**config.mk**
```make
export PLATFORM = sky130hd
export DESIGN_NAME = bf_ctrl
export DESIGN_NICKNAME = d
export VERILOG_FILES = /design/src/rtl/blowfish_block_cipher_assert.svh /design/src/rtl/bf_pkg.sv /design/src/rtl/bf_ctrl.sv
export SDC_FILE = /design/constraint.sdc
export NUM_CORES = 1
export LEC_CHECK = 0
export BUFFER_PORTS_ARGS = -buffer_cell sky130_fd_sc_hd__buf_2
export CAP_MARGIN = 15
export CORE_UTILIZATION = 24
export DETAILED_ROUTE_END_ITERATION = 10
export PLACE_DENSITY_LB_ADDON = 0.05
export SLEW_MARGIN = 20
export SYNTH_ARGS = -nofsm -noshare
export SYNTH_HDL_FRONTEND = slang
export SYNTH_SLANG_ARGS = --single-unit
```
**constraint.sdc**
```tcl
create_clock -name clk_i -period 1.2 [get_ports clk_i]
set_input_delay 0.18 -clock clk_i [delete_from_list [all_inputs] [get_ports clk_i]]
set_output_delay 0.18 -clock clk_i [all_outputs]
set_load 0.05 [all_outputs]
```
**src/rtl/blowfish_block_cipher_assert.svh**
```systemverilog
// Assertion macros for the block cipher core.
// The using scope provides clk_i and rst_ni.
`ifndef BLOWFISH_BLOCK_CIPHER_ASSERT_SVH
`define BLOWFISH_BLOCK_CIPHER_ASSERT_SVH

// Property checked on every clock edge outside reset.
`define BF_ASSERT(lbl, prop, msg) \
  lbl: assert property (@(posedge clk_i) disable iff (!rst_ni) (prop)) else $error(msg);

// Consequent checked in the cycle after the antecedent.
`define BF_ASSERT_NEXT(lbl, ante, cons, msg) \
  lbl: assert property (@(posedge clk_i) disable iff (!rst_ni) (ante) |=> (cons)) \
    else $error(msg);

`endif

```
**src/rtl/bf_pkg.sv**
```systemverilog
package bf_pkg;

  localparam int unsigned DefaultRounds = 16;
  localparam int unsigned SubkeyCount   = 18;
  localparam int unsigned SkIdxW        = 5;
  localparam int unsigned SboxCount     = 4;
  localparam int unsigned SboxEntries   = 256;
  localparam int unsigned SboxAddrW     = 8;
  localparam int unsigned WordW         = 32;
  localparam int unsigned IndexW        = 10;

  typedef enum logic [1:0] {
    ModeLoadSubkey = 2'd0,
    ModeLoadSbox   = 2'd1,
    ModeEncrypt    = 2'd2,
    ModeDecrypt    = 2'd3
  } bf_mode_e;

  typedef enum logic [1:0] {
    StIdle = 2'b01,
    StRun  = 2'b10
  } bf_state_e;

  typedef struct packed {
    bf_mode_e          mode;
    logic [IndexW-1:0] table_index;
    logic [WordW-1:0]  left_half;
    logic [WordW-1:0]  right_half;
  } bf_in_t;

  typedef struct packed {
    logic [WordW-1:0] out_left;
    logic [WordW-1:0] out_right;
  } bf_out_t;

  // Commands from the controller to the datapath.
  typedef struct packed {
    logic              load_sk;
    logic              load_sb;
    logic              start;
    logic              step;
    logic              finish;
    logic              decrypt;
    logic [SkIdxW-1:0] sk_next;
  } bf_cmd_t;

endpackage

```
**src/rtl/bf_ctrl.sv**
```systemverilog
module bf_ctrl #(
  parameter int unsigned ROUNDS = bf_pkg::DefaultRounds
) (
  input  logic            clk_i,
  input  logic            rst_ni,
  input  logic            in_valid_i,
  input  bf_pkg::bf_in_t  in_item_i,
  output logic            in_ready_o,
  output logic            out_valid_o,
  input  logic            out_ready_i,
  output bf_pkg::bf_cmd_t cmd_o
);
  import bf_pkg::*;

  localparam int unsigned CntW = $clog2(ROUNDS);
  localparam logic [CntW-1:0] LastRound = CntW'(ROUNDS - 1);

  bf_state_e       state_q, state_d;
  logic [CntW-1:0] cnt_q, cnt_d;
  logic            dec_q, dec_d;
  logic            out_valid_q, out_valid_d;
  logic            accept;
  logic [SkIdxW-1:0] cnt_ext;

  assign in_ready_o  = (state_q == StIdle);
  assign accept      = in_valid_i && in_ready_o;
  assign out_valid_o = out_valid_q;
  assign cnt_ext     = {{(SkIdxW - CntW){1'b0}}, cnt_q};

  always_comb begin
    state_d = state_q;
    cnt_d   = cnt_q;
    dec_d   = dec_q;
    cmd_o   = '0;
    unique case (state_q)
      StIdle: begin
        if (accept) begin
          unique case (in_item_i.mode)
            ModeLoadSubkey: cmd_o.load_sk = (in_item_i.table_index < IndexW'(SubkeyCount));
            ModeLoadSbox:   cmd_o.load_sb = 1'b1;
            ModeEncrypt, ModeDecrypt: begin
              cmd_o.start = 1'b1;
              dec_d       = (in_item_i.mode == ModeDecrypt);
              cnt_d       = '0;
              state_d     = StRun;
            end
          endcase
        end
      end
      StRun: begin
        if (cnt_q == LastRound) begin
          // hold the last round until the output register is free
          if (!out_valid_q || out_ready_i) begin
            cmd_o.finish = 1'b1;
            state_d      = StIdle;
          end
        end else begin
          cmd_o.step = 1'b1;
          cnt_d      = cnt_q + 1'b1;
        end
      end
      default: state_d = StIdle;
    endcase
    cmd_o.decrypt = cmd_o.start ? (in_item_i.mode == ModeDecrypt) : dec_q;
    // subkey of the following round: walk down for decryption
    cmd_o.sk_next = dec_q ? (SkIdxW'(ROUNDS) - cnt_ext) : (cnt_ext + 1'b1);
  end

  always_comb begin
    out_valid_d = out_valid_q;
    if (cmd_o.finish) begin
      out_valid_d = 1'b1;
    end else if (out_ready_i) begin
      out_valid_d = 1'b0;
    end
  end

  always_ff @(posedge clk_i or negedge rst_ni) begin
    if (!rst_ni) begin
      state_q     <= StIdle;
      cnt_q       <= '0;
      dec_q       <= 1'b0;
      out_valid_q <= 1'b0;
    end else begin
      state_q     <= state_d;
      cnt_q       <= cnt_d;
      dec_q       <= dec_d;
      out_valid_q <= out_valid_d;
    end
  end

endmodule

```
==> flow_summary.ini, run 1 <==
[synth]
synth_nets = 141
synth_commonest_cells = 7 x dfrtp_1, 7 x nand2_1, 4 x a21oi_1, 4 x o21ai_0, 3 x nand3_1
ys.flop_type = dfrtp_1
synthArstFlopShare_pct = 100
seq_area_frac_synth_pct = 36.7
yosys.area.top_type_share_pct = 31.9
ys_top_cells_by_area = dfrtp_1 32%, dfstp_2 4.8%, nand2_1 4.8%, ha_1 4.6%, nand4b_4 4.3%
syn_inst = 59
avgSynthCellArea_um2 = 9.31
yosysWarnings = 0
synth_edf_count = 0
synth_area_um2 = 549
synth_largest_area_cell = dfrtp_1
synth.distinct_cells = 33
ys_ff_latch = 8

[finish]
nets = 195
area_growth_pct = 138
final_core_util_pct = 63.5
diodes = 0
finalNonFillerCells = 139
drive_gt1_share_pct = 84.8

[timing]
drv_slew = 0
hold_viol = 0
fmax_ghz = 0.607
setup_slack_ns = -0.446
skew_ns = 0.0196
slew_headroom_pct = 74.4
post-route-period-util_pct = 137
fin_crit_ns = 1.65
tightest_slew_ns = 0.380
setup_violations = 18
grt_setup_unrepaired = yes

[cts]
cts_tree = done
clkTransAtPathRegs_ns = 0.07
cts_max_level = 1
numCtsBuffers = 3
clk_latency_ns = 0.27
cts.path.max_buffers = 2
numClockSinks = 8
clock_tree.root_cell = clkbuf_4

[setup_path]
critPathCaptureType = output pin
start_kind = flop
required_ns = 1.02
r2r_cells = 6
r2r_start = state_q[0]
cp_max_fo = 3
crit_path_start = state_q[0]
path_class = flop to output pin
worst_ep_arrival_time_ns = 1.47

[pwr]
peakVddDrop_v = 0.000902
cellPowerDensity_mw_per_mm2 = 1460
leakage_nw = 0.587

[detailed_routing]
drtPass1Iterations = 4
vias = 623
post_drt_via_cell_ratio = 4.48
ant_nets = 0
routedWlPerCell_um = 12.2
drc = 0
routed_wl_um = 1690
drt_iter0_drc = 5

[die]
die-height_um = 49.8
die_area_mm2 = 0.00248
die_width_um = 49.8
rows = 16
core_mm2 = 0.00206
initial_core_util_pct = 26.6
num_io_pins = 93

[place]
hpwl_um = 1260
dp_cells = 129
io_buffers = 27
place.gp.congestion = 0.663
post-place-ws_ns = -0.294

[global_route]
first_global_vias = 609
grt_pass1_wl_um = 2770
grt_max_degree = 9
track_usage_pct = 15.4
antenna_found_initial = 0
grt_overflow = 0

[min_path]
hp-class = input pin to flop
min_from = out_ready_i
min_path_cells = 3

[outcome]
violations = setup timing
status = finished with violations

[job]
cap_violations = 0
-- cell type report --
| class | count | area [µm²] |
|---|---|---|
| multi-input combinational | 46 | 574 |
| sequential | 8 | 208 |
| timing repair buffer | 51 | 444 |
| clock buffer | 4 | 26.3 |
| inverter | 3 | 23.8 |
| tap | 27 | 33.8 |
| fill | 168 | 752 |
-- placed cells by master (no fill, tap or decap), drive strengths merged, types with 2 or more instances in the layout --
| cell type | count |
|---|---|
| and2 | 3 |
| a21oi | 5 |
| buf | 50 |
| nand3 | 3 |
| and2b | 2 |
| ha | 2 |
| nand2 | 7 |
| dfrtp | 7 |
| inv | 2 |
| clkbuf | 4 |
| nor2 | 3 |
| o21ai | 4 |
| xnor2 | 2 |
-- kinds of logic after synthesis --
| logic type | Yosys count | synth area share, % |
|---|---|---|
| AO/OA/AOI/OAI | 13 | 15.7 |
| XOR/XNOR | 3 | 4.78 |
| multiplexers | 1 | 2.05 |
| AND/OR/NAND/NOR | 27 | 31.2 |
| buffers and inverters | 5 | 5.01 |
| flip-flops | 8 | 36.7 |
| adder cells (fa/ha/maj) | 2 | 4.56 |
-- report_power, final --
group	leakage, nW	switching, mW	internal (mW)
logic	0.475	0.641	0.616
registers	0.0971	0.0937	0.318
clock network	0.0150	0.110	0.128
total	0.587	0.844	1.06
-- state kept, by name, summed over array words and instances (netlist names) --
| name | count |
|---|---|
| cnt_q | 4 |
| dec_q | 1 |
| out_valid_o | 1 |
| state_q | 2 |
-- through the flow --
stage	cell area (µm²)	hold slack [ns]	setup TNS, ns	power, mW
after CTS	1250	0.228	-4.94	1.88
after detailed placement	1010	0.0371	-2.80	1.30
after global placement	1010	0.0343	-2.68	1.30
final	1310	0.254	-5.14	1.91
after global routing	1310	0.267	-6.23	2.01
after floorplan	727	-0.116	-1.77	1.08
-- layer usage --
layer | share of wire [%] | routed length [µm] | global-route usage (%)
met1 | 42 | 707 | 18.9
met2 | 53 | 900 | 25.5
met3 | 5.0 | 84 | 5.86
met4 | 0 | 0 | 2.86
met5 | 0 | 0 | 0
-- final timing paths --
path | endpoint | slack, ns
worst max-delay path | cmd_o[10] | -0.45
worst min-delay path | out_valid_o | 0.25
worst max register to register | cnt_q[3] | -0.29
worst min register to register | cnt_q[1] | 0.70
max in group asynchronous | state_q[0] | 0.65
min in group asynchronous | cnt_q[3] | 0.28
-- what timing repair did --
item | 4_1_cts | 5_1_grt
buffers inserted | 3 | 3
hold buffers | 1 | 0
gates resized for setup | 51 | 7
setup endpoints to repair | 19 | 19
endpoints found under the hold margin | 8 | 0
pin swaps | 12 | 11
-- critical path, stage by stage (launching register included) --
cell and delay, ns:
dfstp_2 0.54, nor4bb_4 0.24, nand3_2 0.13, a21oi_4 0.13, buf_6 0.17
(Power assumes the default switching activity.)
==> run 2, diff against run 1 <==
--- a/config.mk
+++ b/config.mk
@@ -9,7 +9,7 @@
 export CAP_MARGIN = 15
 export CORE_UTILIZATION = 24
 export DETAILED_ROUTE_END_ITERATION = 10
-export PLACE_DENSITY_LB_ADDON = 0.05
+export PLACE_DENSITY = 0.75
 export SLEW_MARGIN = 20
 export SYNTH_ARGS = -nofsm -noshare
 export SYNTH_HDL_FRONTEND = slang
==> run 2 against run 1 <==
Effect of this change: the flow still finishes with violations (setup timing); setup slack worse by 0.041 ns; largest cell class unchanged; non-clock buffer count grew 2; final area rose by 2.2%; via count increased by 6.1%; fmax fell by 2.4%; core utilization rose by 1.4 points; highest routed layer is now met4; largest power group unchanged; sequential share of layout area decreased by 0.25 points; count of clock-buffer cells in the layout stayed put; register-to-register slack worse by 0.07 ns; flip-flop and latch count stayed put; clock skew is 0.017 ns lower; clock power up 3%.
==> flow_summary.ini, run 2 (synthesized netlist as in run 1, its figures left out) <==
[outcome]
status = finished with violations
violations = setup timing

[global_route]
antenna_found_initial = 0
track_usage_pct = 19.2
grt_pass1_wl_um = 3340
grt_max_degree = 9
grt_overflow = 0
first_global_vias = 706

[cts]
cts.path.max_buffers = 2
numCtsBuffers = 3
cts_tree = done
clock_tree.root_cell = clkbuf_4
cts_max_level = 1
clk_latency_ns = 0.27
numClockSinks = 8
clkTransAtPathRegs_ns = 0.06

[timing]
tightest_slew_ns = 0.391
hold_viol = 0
setup_slack_ns = -0.487
setup_violations = 18
fin_crit_ns = 1.69
fin_hold_ws_ns = 0.244
drv_slew = 0
grt_setup_unrepaired = yes
fmax_ghz = 0.593
skew_ns = 0.00234
slew_headroom_pct = 73.7
post-route-period-util_pct = 141

[place]
io_buffers = 27
hpwl_um = 1330
place.gp.congestion = 0.745

[min_path]
hp-class = input pin to flop
min_path_cells = 3

[die]
die-height_um = 49.8
core_mm2 = 0.00206
initial_core_util_pct = 26.6
die_area_mm2 = 0.00248
rows = 16
die_width_um = 49.8
num_io_pins = 93

[finish]
nets = 197
largest_register = cnt_q
top_regs = cnt_q x4, state_q x2
drive_gt1_share_pct = 83.3
final_common_cell = buf_4
largest_reg_flops = 4
final_cell_mix = 17 x buf_4, 15 x buf_2, 14 x buf_6
area_growth_pct = 144
diodes = 0

[job]
cap_violations = 0

[detailed_routing]
drc = 0
vias = 661
drt_iter0_drc = 5
ant_nets = 0
routed_wl_um = 2230
post_drt_via_cell_ratio = 4.69
drtPass1Iterations = 4
routedWlPerCell_um = 15.8

[setup_path]
critPathCaptureType = output pin
start_kind = flop
r2r_cells = 6
worst_ep_arrival_time_ns = 1.51
cp_max_fo = 5
required_ns = 1.02
path_class = flop to output pin

[pwr]
leakage_nw = 0.613
p_total_mw = 2.02
cellPowerDensity_mw_per_mm2 = 1510
peakVddDrop_v = 0.00108
run 2: path summary, 6_finish.rpt:
path	end	startpoint	slack [ns]
setup / recovery	cmd_o[10]	state_q[0]	-0.49
hold / removal	out_valid_o	out_ready_i	0.24
setup reg to reg	cnt_q[3]	state_q[0]	-0.36
hold reg to reg	out_valid_o	out_valid_o	0.73
max in group asynchronous	state_q[0]	rst_ni	0.67
min in group asynchronous	out_valid_o	rst_ni	0.29
run 2: layout make-up:
cell class,count,area (µm²)
clock buffer,4,26.3
fill,146,723
inverter,3,26.3
multi-input combinational,46,578
sequential,8,209
tap,27,33.8
timing repair buffer,53,465
run 2: what timing repair did:
item	4_1_cts	5_1_grt
endpoints found under the hold margin	8	0
buffers inserted	7	3
endpoints found under the setup margin	18	19
pin swaps	11	9
gates resized for setup	51	10
hold buffers	1	0
gates cloned	0	0
run 2: routing by layer:
layer / GRT usage (%) / share of wire [%]
met5: 0 / 0
met4: 12.9 / 3.8
met3: 4.01 / 3.1
met2: 31.1 / 53
met1: 22.5 / 40
run 2: worst max-delay path, stage by stage (launching register included):
cell	delay, ns
dfstp_2	0.56
nor4bb_4	0.24
nand3_2	0.13
a21oi_4	0.13
buf_6	0.17
run 2: report_power, final:
| part | switching (mW) | internal, mW |
|---|---|---|
| combinational | 0.679 | 0.672 |
| sequential | 0.104 | 0.319 |
| clock | 0.116 | 0.129 |
run 2: stage by stage:
step	instances	TNS (ns)	utilization [%]	setup slack, ns	area, µm²
3_5_place_dp	128	-2.61	48.5	-0.320	1000
6_report	141	-5.87	64.9	-0.487	1340
4_1_cts	139	-5.16	62.2	-0.468	1280
2_1_floorplan	59	-1.77	-	-0.266	727
5_1_grt	141	-6.84	64.9	-0.572	1340
3_3_place_gp	128	-2.19	48.5	-0.287	1000
